--- config.mk ---
export PLATFORM = sky130hd
export DESIGN_NAME = fasta_record_parser_core
export DESIGN_NICKNAME = d
export VERILOG_FILES = /design/src/hdl/frp_pkg.sv /design/src/hdl/fasta_record_parser_core.sv
export SDC_FILE = /design/constraint.sdc
export NUM_CORES = 1
export LEC_CHECK = 0
export BUFFER_PORTS_ARGS = -buffer_cell sky130_fd_sc_hd__buf_4
export CAP_MARGIN = 20
export CORE_MARGIN = 5
export CORE_UTILIZATION = 48
export DETAILED_ROUTE_END_ITERATION = 7
export PLACE_DENSITY = 0.66
export SLEW_MARGIN = 20
export SYNTH_ARGS = -nofsm -noshare
export SYNTH_HDL_FRONTEND = slang
export SYNTH_SLANG_ARGS = --single-unit
export TNS_END_PERCENT = 100
--- constraint.sdc ---
create_clock -name i_clk -period 10.3 [get_ports i_clk]
set_clock_uncertainty 0.1 [all_clocks]
set_input_delay 1.03 -clock i_clk [delete_from_list [all_inputs] [get_ports i_clk]]
set_output_delay 1.03 -clock i_clk [all_outputs]
set_load 0.01 [all_outputs]
--- src/hdl/frp_pkg.sv ---
package frp_pkg;

    typedef enum logic [3:0] {
        PH_START        = 4'd0,
        PH_LABEL_FIRST  = 4'd1,
        PH_LABEL        = 4'd2,
        PH_META         = 4'd3,
        PH_AFTER_HEADER = 4'd4,
        PH_COMMENT      = 4'd5,
        PH_SEQ_LINE     = 4'd6,
        PH_SEQ_START    = 4'd7,
        PH_HALTED       = 4'd8
    } t_phase;

    localparam logic [2:0] KIND_LABEL = 3'd0;
    localparam logic [2:0] KIND_META  = 3'd1;
    localparam logic [2:0] KIND_SITE  = 3'd2;
    localparam logic [2:0] KIND_END   = 3'd3;
    localparam logic [2:0] KIND_ERROR = 3'd4;

    localparam logic [2:0] ERR_NO_START     = 3'd0;
    localparam logic [2:0] ERR_EMPTY_LABEL  = 3'd1;
    localparam logic [2:0] ERR_BAD_HEADER   = 3'd2;
    localparam logic [2:0] ERR_BAD_SYMBOL   = 3'd3;
    localparam logic [2:0] ERR_EMPTY_LINE   = 3'd4;
    localparam logic [2:0] ERR_NO_NEWLINE   = 3'd5;
    localparam logic [2:0] ERR_NO_SEQUENCE  = 3'd6;

    localparam logic [2:0] CFG_UPPER_CASE = 3'd0;
    localparam logic [2:0] CFG_VALIDATE   = 3'd1;
    localparam logic [2:0] CFG_VSYM_0     = 3'd2;
    localparam logic [2:0] CFG_VSYM_1     = 3'd3;
    localparam logic [2:0] CFG_VSYM_2     = 3'd4;
    localparam logic [2:0] CFG_VSYM_3     = 3'd5;

    localparam logic [7:0] CH_GT      = 8'h3E;
    localparam logic [7:0] CH_SEMI    = 8'h3B;
    localparam logic [7:0] CH_SPACE   = 8'h20;
    localparam logic [7:0] CH_NEWLINE = 8'h0A;

    localparam logic [31:0] POS_MAX = 32'hFFFF_FFFF;

    typedef struct packed {
        logic [7:0] symbol;
        logic       end_of_stream;
    } t_in_req;

    typedef struct packed {
        logic [2:0]  kind;
        logic [7:0]  value;
        logic [2:0]  error_code;
        logic [31:0] line_number;
        logic [31:0] column_number;
    } t_out_res;

    function automatic logic is_graphic(input logic [7:0] b);
        return (b >= 8'h21) && (b <= 8'h7E);
    endfunction

    function automatic logic is_printable(input logic [7:0] b);
        return (b >= 8'h20) && (b <= 8'h7E);
    endfunction

    function automatic logic [7:0] fold_case(input logic [7:0] b, input logic upper);
        if (upper && (b >= 8'h61) && (b <= 8'h7A)) begin
            return b - 8'h20;
        end
        return b;
    endfunction

endpackage

--- src/hdl/fasta_record_parser_core.sv ---
// Channel | Direction | Handshake                  | Payload
// in      | input     | i_in_valid / o_in_ready    | i_in_req  (t_in_req)
// out     | output    | o_out_valid / i_out_ready  | o_out_res (t_out_res)
// cfg     | input     | i_cfg_valid / o_cfg_ready  | i_cfg_index, i_cfg_data
//
// One byte per cycle: each request is decoded against the phase register and
// the line/column counters in the cycle it is accepted; its result (if any)
// lands in the output register on the same edge.
// A new request is taken whenever the output register is empty or being drained.
// Reset (synchronous, active low) returns to record start, counters to one,
// upper-casing on, validation off and all symbols valid.
// Config writes are always taken and apply from the next cycle.
module fasta_record_parser_core
    import frp_pkg::*;
(
    input  logic        i_clk,
    input  logic        i_rst_n,
    input  logic        i_in_valid,
    output logic        o_in_ready,
    input  t_in_req     i_in_req,
    output logic        o_out_valid,
    input  logic        i_out_ready,
    output t_out_res    o_out_res,
    input  logic        i_cfg_valid,
    output logic        o_cfg_ready,
    input  logic [2:0]  i_cfg_index,
    input  logic [63:0] i_cfg_data
);

    t_phase           r_phase, n_phase;
    logic [31:0]      r_line, n_line;
    logic [31:0]      r_col, n_col;
    logic             r_upper;
    logic             r_validate;
    logic [3:0][63:0] r_vsym;
    logic             r_out_valid;
    t_out_res         r_out_res;

    logic       w_fire;
    logic       w_eos;
    logic [7:0] w_b;
    logic [7:0] w_site;
    logic       w_site_bad;
    logic       w_emit;
    t_out_res   w_res;

    assign w_fire     = i_in_valid && o_in_ready;
    assign w_eos      = i_in_req.end_of_stream;
    assign w_b        = i_in_req.symbol;
    assign w_site     = fold_case(w_b, r_upper);
    assign w_site_bad = r_validate && !r_vsym[w_site[7:6]][w_site[5:0]];

    assign o_in_ready  = !r_out_valid || i_out_ready;
    assign o_out_valid = r_out_valid;
    assign o_out_res   = r_out_res;
    assign o_cfg_ready = 1'b1;

    // next phase and counters
    always_comb begin
        n_phase = r_phase;
        if (w_eos) begin
            n_phase = PH_START;
        end else begin
            case (r_phase)
                PH_START: begin
                    n_phase = (w_b == CH_GT) ? PH_LABEL_FIRST : PH_HALTED;
                end
                PH_LABEL_FIRST: begin
                    n_phase = is_graphic(w_b) ? PH_LABEL : PH_HALTED;
                end
                PH_LABEL: begin
                    if (is_graphic(w_b)) begin
                        n_phase = PH_LABEL;
                    end else if (w_b == CH_SPACE) begin
                        n_phase = PH_META;
                    end else if (w_b == CH_NEWLINE) begin
                        n_phase = PH_AFTER_HEADER;
                    end else begin
                        n_phase = PH_HALTED;
                    end
                end
                PH_META: begin
                    if (is_printable(w_b)) begin
                        n_phase = PH_META;
                    end else if (w_b == CH_NEWLINE) begin
                        n_phase = PH_AFTER_HEADER;
                    end else begin
                        n_phase = PH_HALTED;
                    end
                end
                PH_AFTER_HEADER: begin
                    if (w_b == CH_SEMI) begin
                        n_phase = PH_COMMENT;
                    end else if (w_b == CH_GT || w_b == CH_NEWLINE || w_site_bad) begin
                        n_phase = PH_HALTED;
                    end else begin
                        n_phase = PH_SEQ_LINE;
                    end
                end
                PH_COMMENT: begin
                    if (w_b == CH_NEWLINE) begin
                        n_phase = PH_AFTER_HEADER;
                    end
                end
                PH_SEQ_LINE: begin
                    if (w_b == CH_NEWLINE) begin
                        n_phase = PH_SEQ_START;
                    end else begin
                        n_phase = w_site_bad ? PH_HALTED : PH_SEQ_LINE;
                    end
                end
                PH_SEQ_START: begin
                    if (w_b == CH_GT) begin
                        n_phase = PH_LABEL_FIRST;
                    end else if (w_b == CH_NEWLINE || w_site_bad) begin
                        n_phase = PH_HALTED;
                    end else begin
                        n_phase = PH_SEQ_LINE;
                    end
                end
                default: begin
                    n_phase = PH_HALTED;
                end
            endcase
        end

        n_line = r_line;
        n_col  = r_col;
        if (w_eos) begin
            n_line = 32'd1;
            n_col  = 32'd1;
        end else if (n_phase != PH_HALTED) begin
            // every byte that does not halt advances the position
            if (w_b == CH_NEWLINE) begin
                n_line = (r_line == POS_MAX) ? r_line : r_line + 32'd1;
                n_col  = 32'd1;
            end else begin
                n_col = (r_col == POS_MAX) ? r_col : r_col + 32'd1;
            end
        end
    end

    // result of the current request
    always_comb begin
        logic       err;
        logic [2:0] code;
        logic       emit_byte;
        logic [2:0] kind;
        logic [7:0] val;

        err       = 1'b0;
        code      = ERR_NO_START;
        emit_byte = 1'b0;
        kind      = KIND_LABEL;
        val       = w_b;
        w_emit    = 1'b0;
        w_res     = '0;

        if (w_eos) begin
            case (r_phase)
                PH_SEQ_START: begin
                    emit_byte = 1'b1;
                    kind      = KIND_END;
                    val       = 8'd0;
                end
                PH_SEQ_LINE: begin
                    err  = 1'b1;
                    code = ERR_NO_NEWLINE;
                end
                PH_LABEL_FIRST: begin
                    err  = 1'b1;
                    code = ERR_EMPTY_LABEL;
                end
                PH_LABEL, PH_META, PH_AFTER_HEADER, PH_COMMENT: begin
                    err  = 1'b1;
                    code = ERR_NO_SEQUENCE;
                end
                default: begin
                    err = 1'b0;
                end
            endcase
        end else begin
            case (r_phase)
                PH_START: begin
                    err  = (w_b != CH_GT);
                    code = ERR_NO_START;
                end
                PH_LABEL_FIRST: begin
                    err       = !is_graphic(w_b);
                    code      = ERR_EMPTY_LABEL;
                    emit_byte = is_graphic(w_b);
                    kind      = KIND_LABEL;
                end
                PH_LABEL: begin
                    emit_byte = is_graphic(w_b);
                    kind      = KIND_LABEL;
                    err       = !is_graphic(w_b) && (w_b != CH_SPACE) && (w_b != CH_NEWLINE);
                    code      = ERR_BAD_HEADER;
                end
                PH_META: begin
                    emit_byte = is_printable(w_b);
                    kind      = KIND_META;
                    err       = !is_printable(w_b) && (w_b != CH_NEWLINE);
                    code      = ERR_BAD_HEADER;
                end
                PH_AFTER_HEADER: begin
                    if (w_b == CH_GT) begin
                        err  = 1'b1;
                        code = ERR_NO_SEQUENCE;
                    end else if (w_b == CH_NEWLINE) begin
                        err  = 1'b1;
                        code = ERR_EMPTY_LINE;
                    end else if (w_b != CH_SEMI) begin
                        err       = w_site_bad;
                        code      = ERR_BAD_SYMBOL;
                        emit_byte = !w_site_bad;
                        kind      = KIND_SITE;
                        val       = w_site;
                    end
                end
                PH_SEQ_LINE: begin
                    if (w_b != CH_NEWLINE) begin
                        err       = w_site_bad;
                        code      = ERR_BAD_SYMBOL;
                        emit_byte = !w_site_bad;
                        kind      = KIND_SITE;
                        val       = w_site;
                    end
                end
                PH_SEQ_START: begin
                    if (w_b == CH_GT) begin
                        emit_byte = 1'b1;
                        kind      = KIND_END;
                        val       = 8'd0;
                    end else if (w_b == CH_NEWLINE) begin
                        err  = 1'b1;
                        code = ERR_EMPTY_LINE;
                    end else begin
                        err       = w_site_bad;
                        code      = ERR_BAD_SYMBOL;
                        emit_byte = !w_site_bad;
                        kind      = KIND_SITE;
                        val       = w_site;
                    end
                end
                default: begin
                    err = 1'b0;
                end
            endcase
        end

        if (err) begin
            w_emit              = 1'b1;
            w_res.kind          = KIND_ERROR;
            w_res.error_code    = code;
            w_res.line_number   = r_line;
            w_res.column_number = r_col;
        end else if (emit_byte) begin
            w_emit      = 1'b1;
            w_res.kind  = kind;
            w_res.value = val;
        end
    end

    always_ff @(posedge i_clk) begin
        if (!i_rst_n) begin
            r_phase     <= PH_START;
            r_line      <= 32'd1;
            r_col       <= 32'd1;
            r_out_valid <= 1'b0;
            r_upper     <= 1'b1;
            r_validate  <= 1'b0;
            r_vsym      <= '1;
        end else begin
            if (w_fire) begin
                r_phase     <= n_phase;
                r_line      <= n_line;
                r_col       <= n_col;
                r_out_valid <= w_emit;
            end else if (i_out_ready) begin
                r_out_valid <= 1'b0;
            end
            if (i_cfg_valid) begin
                case (i_cfg_index)
                    CFG_UPPER_CASE: r_upper    <= i_cfg_data[0];
                    CFG_VALIDATE:   r_validate <= i_cfg_data[0];
                    CFG_VSYM_0:     r_vsym[0]  <= i_cfg_data;
                    CFG_VSYM_1:     r_vsym[1]  <= i_cfg_data;
                    CFG_VSYM_2:     r_vsym[2]  <= i_cfg_data;
                    CFG_VSYM_3:     r_vsym[3]  <= i_cfg_data;
                    default:        r_upper    <= r_upper;
                endcase
            end
        end
    end

    // payload needs no reset
    always_ff @(posedge i_clk) begin
        if (w_fire && w_emit) begin
            r_out_res <= w_res;
        end
    end

    a_pos_nonzero: assert property (@(posedge i_clk) disable iff (!i_rst_n)
        (r_line != 32'd0) && (r_col != 32'd0))
        else $error("line or column counter reached zero");

    a_eos_rearms: assert property (@(posedge i_clk) disable iff (!i_rst_n)
        (w_fire && w_eos) |=> (r_phase == PH_START && r_line == 32'd1 && r_col == 32'd1))
        else $error("end marker did not rearm the parser");

    a_error_stops: assert property (@(posedge i_clk) disable iff (!i_rst_n)
        (w_fire && w_emit && w_res.kind == KIND_ERROR)
        |=> (r_phase == PH_HALTED || r_phase == PH_START))
        else $error("parser kept going after an error");

    a_halted_silent: assert property (@(posedge i_clk) disable iff (!i_rst_n)
        (w_fire && r_phase == PH_HALTED) |=> !r_out_valid)
        else $error("result produced while halted");

endmodule

# [Word-level counts from Yosys, hierarchy flattened]
# Cells that the tools add are included.
[word_totals] register_bits=405 in_bits=81 output_inout_bits=81
[op_classes] n_addsub=3 n_lt_le_gt_ge=7 eq_ne=25 n_mux=80 n_bitwise=1 n_reduce_logical=37
[op_table] cell="two-way mux 32 bit" n=8
[op_table] cell="binary-select mux 64 bit (select 2 bit)" n=1
[op_table] cell="two-way mux 8 bit" n=10
[op_table] cell="adder 32 x 1 -> 32 bit, second input constant" n=2
[op_table] cell="== test 32 bit, second input constant" n=2
[op_table] cell="two-way mux 64 bit" n=1
[op_table] cell="two-way mux 4 bit" n=14
[op_table] cell="case mux 4 bit (8 select lines)" n=1
[op_table] cell="== test 8 x 6 -> 1 bit, second input constant" n=3
[op_table] cell="!= test 8 x 6 -> 1 bit, second input constant" n=3
[op_table] cell="case mux 8 bit (3 select lines)" n=1
[op_table] cell="two-way mux 1 bit" n=22
[op_table] cell="two-way mux 2 bit" n=9
[op_table] cell="two-way mux 3 bit" n=6
[op_table] cell="== test 4 x 3 -> 1 bit, second input constant" n=4
[op_table] cell=">= comparator 8 x 6 -> 1 bit, second input constant" n=2
[op_table] cell="<= comparator 8 x 7 -> 1 bit, second input constant" n=2
[op_table] cell="case mux 3 bit (5 select lines)" n=1
[op_table] cell="AND reduction 2 bit" n=6
[op_table] cell="two-way mux 11 bit" n=1
[op_table] cell="logical AND 1 bit" n=10
[op_table] cell="case mux 3 bit (3 select lines)" n=1
[op_table] cell="== test 4 x 2 -> 1 bit, second input constant" n=2
[op_table] cell="== test 8 x 4 -> 1 bit, second input constant" n=1
[op_table] cell="27 further kinds" n=40

# [Logic depth before layout (Yosys ltp)]
[logic_depth] depth_word=20 depth_mapped=21 ltp_nobuf=14

# [Worst setup path after synthesis]
# Ideal clock, no wire load.
[synth_timing] path_kind="input -> register" start="input port i_in_req[7] (netlist name)" end="register r_out_res, in the netlist o_out_res[0], enable pin" arrival_ps=8440 required_ps=9660 path_slack_ps=1220 cell_stages=18 n_path_buf=5 path_cell_list="clkbuf_1 > clkbuf_1 > inv_1 > ha_1 > and4b_1 > nand2b_1 > nand2_1 > buf_2 > buf_1 > mux4_2 > nand3_1 > nand4_1 > or4_1 > a31oi_4 > a31o_2 > buf_6 > inv_4 > a21oi_1"
[synth_via] elab_chain_len=20
[synth_rtl] item="start, declared" line="fasta_record_parser_core.sv:20" text="input t_in_req i_in_req,"
[synth_rtl] item=">= comparator 8 x 7 -> 1 bit" line="frp_pkg.sv:65" text="if (upper && (b >= 8'h61) && (b <= 8'h7A)) begin"
[synth_rtl] item="logical AND 1 bit (2 in series)" line="frp_pkg.sv:65"
[synth_rtl] item="two-way mux 1 bit" line="frp_pkg.sv:65"
[synth_rtl] item="two-way mux 8 bit" line="frp_pkg.sv:68" text="return b;"
[synth_rtl] item="binary-select mux 64 bit (select 2 bit)" line="fasta_record_parser_core.sv:51" text="assign w_site_bad = r_validate && !r_vsym[w_site[7:6]][w_site[5:0]];"
[synth_rtl] item="two-way mux 64 bit (not written as such)" line="fasta_record_parser_core.sv:51"
[synth_rtl] item="binary-select mux 1 bit (select 6 bit)" line="fasta_record_parser_core.sv:51"
[synth_rtl] item="two-way mux 1 bit (not written as such)" line="fasta_record_parser_core.sv:51"
[synth_rtl] item="[3 not listed]"
[synth_rtl] item="two-way mux 1 bit" line="fasta_record_parser_core.sv:213" text="end else if (w_b != CH_SEMI) begin"
[synth_rtl] item="two-way mux 1 bit" line="fasta_record_parser_core.sv:210" text="end else if (w_b == CH_NEWLINE) begin"
[synth_rtl] item="two-way mux 1 bit" line="fasta_record_parser_core.sv:207" text="if (w_b == CH_GT) begin"
[synth_rtl] item="case mux 1 bit (5 select lines)" line="fasta_record_parser_core.sv:183" text="case (r_phase)"
[synth_rtl] item="two-way mux 1 bit" line="fasta_record_parser_core.sv:159" text="if (w_eos) begin"
[synth_rtl] item="two-way mux 1 bit" line="fasta_record_parser_core.sv:258" text="end else if (emit_byte) begin"
[synth_rtl] item="two-way mux 1 bit (*)" line="fasta_record_parser_core.sv:252" text="if (err) begin"
[synth_rtl] item="logical AND 1 bit (*)" line="fasta_record_parser_core.sv:299" text="if (w_fire && w_emit) begin"
[synth_rtl] item="end signal, assigned" line="fasta_record_parser_core.sv:300" text="r_out_res <= w_res;"
[synth_rtl] item="end, declared" line="fasta_record_parser_core.sv:37" text="t_out_res r_out_res;"
# Every way passes the cells marked *; elsewhere a longest branch is shown, timed or not. The select of a mux whose other input is x is not followed.
# A chain may end at the register's enable or synchronous reset.

# [Final worst setup path]
[layout_timing] start="input port i_in_req[7] (netlist name)" end="register r_out_res, in the netlist o_out_res[24], enable pin"
# The elaborated chain is that of the path after synthesis.

==> results.yml <==
timing:
  maxSlewHeadroom_pct: 30.71
  slew_violations: 0
  setup_viol: 0
  min_period_ns: 7.278
  fin_crit_sh_pct: 70.66
  rsz0062_at_grt: "no"
  tightest_slew_ns: 1.038
  hold_ws_ns: 0.3598
  setup_ws_ns: 3.022
  fin_setup_tns_ns: 0
  fmax_mhz: 137.4
  hold_viol: 0
power_and_ir_drop:
  power_mw: 3.553
  power.leakage_nw: 8.824
  ir_worst_vdd_v: 0.00009411
  p_per_area_mw_per_mm2: 166.4
routing:
  via_per_inst: 5.871
  vias: 16650
  wire_per_inst_um: 19.24
  firstDrtPassIters: 5
  finalWirelength_mm: 54.54
  drt-initial-drc-count: 1659
  drcViolationCount: 0
  drtAntennaViolNets: 0
grt:
  met3_usage_pct: 5.062
  grt.busiest_layer: "met2"
  grt_use_met1_pct: 33.95
  grt_pass1_wl_mm: 85.70
  grt_max_degree: 144
  grt_usage_pct: 24.86
  grt_pass1_vias: 15690
  antenna_found_initial: 3
  grt_overflow: 0
  use_met2_pct: 40.29
finish:
  drive_gt1_share_pct: 13.30
  multi_input_area_mm2: 0.008981
  nNetsFinal: 2370
  area_growth_pct: 14.66
  n_fill_cell: 3571
  seq_area_mm2: 0.008889
clock_network:
  cts.sinks: 405
  postCtsHoldBufs: 0
  cts_inserted_buffers: 43
  htreeDepth: 2
  cts_root_buffer: "clkbuf_16"
  cts_tree: "yes"
  clk_pin_slew_worst_paths_ns: 0.06
  clockBufferDepth: 3
  ctsResizeCount: 0
  post_cts.repair.setup_buffers: 0
  insertion_delay_ns: 0.57
worst_setup_path:
  reg2reg_from: "r_upper"
  ff2ff_path_depth: 16
  worstPathRequired_ns: 10.38
  startpoint_type: "primary input"
  crit_path_end_kind: "flop"
  r2r_end: "o_out_res[24]"
  path_class: "primary input to flop"
  critical_path.max_fanout: 73
  rrSetupSlack_ns: 3.89
  worstPathArrival_ns: 7.36
placed_design:
  portBuffers: 160
  pre_cts_ws_ns: 2.496
  dpl.hpwl_mm: 33.12
  place_congestion: 0.9092
die:
  ios: 162
  coreArea_mm2: 0.03856
  die_h_um: 207.0
  initial_utilization_pct: 48.29
  die_w_um: 207.0
  die-area_mm2: 0.04283
  rows: 72
hold_path:
  hold_path_end: "r_vsym[95]"
  min_path_type: "flop to flop"
  min_path_cells: 2
  hp-start: "r_vsym[95]"
yosys:
  syn_area_per_cell_um2: 8.342
  ys.flop_type: "dfxtp_1"
  ys_warn_count: 0
  yosysTopAreaCellShare_pct: 35.16
  synth_largest_area_cell: "dfxtp_1"
  netlist_top_cells_area: "dfxtp_1, nand2_1, edfxtp_1, nand3_1, mux4_2"
  ys_ff_latch: 405
  synth_commonest_cells: "nand2_1, dfxtp_1, nand3_1"
  synthArstFlopShare_pct: 0
  synth.distinct_cells: 88
  syn-cell-area_mm2: 0.01862
  syn-num-nets: 2318
  synth.most_common_cell: "nand2_1"
  synth_edf_count: 78
  seq_area_frac_synth_pct: 47.74
  postSynthCellCount: 2232
status:
  status: "complete, no violations"
job:
  cap_violations: 0
## cells in the final DEF, fill, tap and decap left out, types with 8 or more instances in the layout
cell       Yosys  routed
edfxtp_1      78      78
nor2b_1       11      11
nand2_1      665     663
a21oi_1       52      50
inv_1         23      23
a31oi_1       20      20
a32oi_1       11      11
nand2b_1       8       8
mux2i_1       27      27
mux4_2        32      32
clkbuf_16      0      43
o211ai_1      41      41
dfxtp_1      327     327
and3_1        36      35
nand4_1       35      35
nor2_1        66      65
or3_1          9       8
o21ai_1        9       8
and2_1        69      68
buf_4          5     178
o21ai_0       39      39
a211oi_1      19      19
nand3_1      301     300
o31ai_1       18      18
nor3_1        35      34
## logic make-up after synthesis
group                    share of synthesized area, %
AND/OR/NAND/NOR                                 31.01
flip-flops                                      47.74
other                                         0.02014
buffers and inverters                           4.476
adder cells (fa/ha/maj)                        0.3360
AO/OA/AOI/OAI                                   10.94
multiplexers                                    5.383
XOR/XNOR                                      0.09410
## worst max-delay path by stage
stage | start | endpoint | slack, ns | depth (start not counted)
finish | i_in_req[7] | o_out_res[24] | 3.02 | 19
global route | i_in_req[7] | o_out_res[24] | 2.67 | 19
global placement | i_in_req[7] | o_out_res[38] | 2.71 | 19
CTS | i_in_req[7] | o_out_res[24] | 3.07 | 19
floorplan | i_in_req[7] | o_out_res[0] | 1.22 | 18
detailed placement | i_in_req[7] | o_out_res[39] | 2.50 | 19
## final cells by class
| cell class | instances | area share [%] |
|---|---|---|
| sequential | 405 | 41.64 |
| antenna | 1 | 0.01172 |
| multi-input combinational | 1629 | 42.07 |
| timing repair buffer | 179 | 6.324 |
| inverter | 26 | 0.4689 |
| clock inverter | 22 | 0.9671 |
| tap | 518 | 3.036 |
| clock buffer | 55 | 5.486 |
## registers in the layout (all words and copies together) (netlist names)
register and count:
r_vsym 256, o_out_res 78, r_validate 1, o_out_valid 1
r_col 32, r_line 32, r_phase 4, r_upper 1
## critical path: stages
cell,delay [ns]
buf_4,0.35
inv_1,0.24
ha_1,0.32
and4b_1,0.26
o221ai_2,0.11
buf_4,0.25
nand2_2,0.55
buf_4,0.59
mux4_2,0.59
a32oi_1,0.16
a311oi_1,0.12
a2111oi_2,0.50
a221oi_2,0.12
a31oi_4,0.29
a31o_2,0.20
buf_4,0.44
inv_4,0.14
a21oi_4,0.25
buf_4,0.73
## routing by layer
layer  wire length, µm  vias up
li1                  -     7938
met1             23310     7951
met2             25390      644
met3              4268      108
met4              1550        4
met5                27        -
## power breakdown
part / switching, mW / leakage (nW) / internal (mW) / total (mW)
logic: 0.213 / 4.78 / 0.122 / 0.335
registers: 0.0268 / 3.39 / 1.67 / 1.69
clock network: 0.643 / 0.660 / 0.881 / 1.52
total: 0.883 / 8.82 / 2.67 / 3.55
## per-stage QoR
stage,instance area [µm²],utilization (%),instances
floorplan,18620,-,2232
global placement,19970,51.79,2757
detailed placement,19970,51.79,2757
CTS,21350,55.36,2834
global route,21350,55.37,2835
finish,21350,55.37,2835
(Power assumes the default switching activity.)
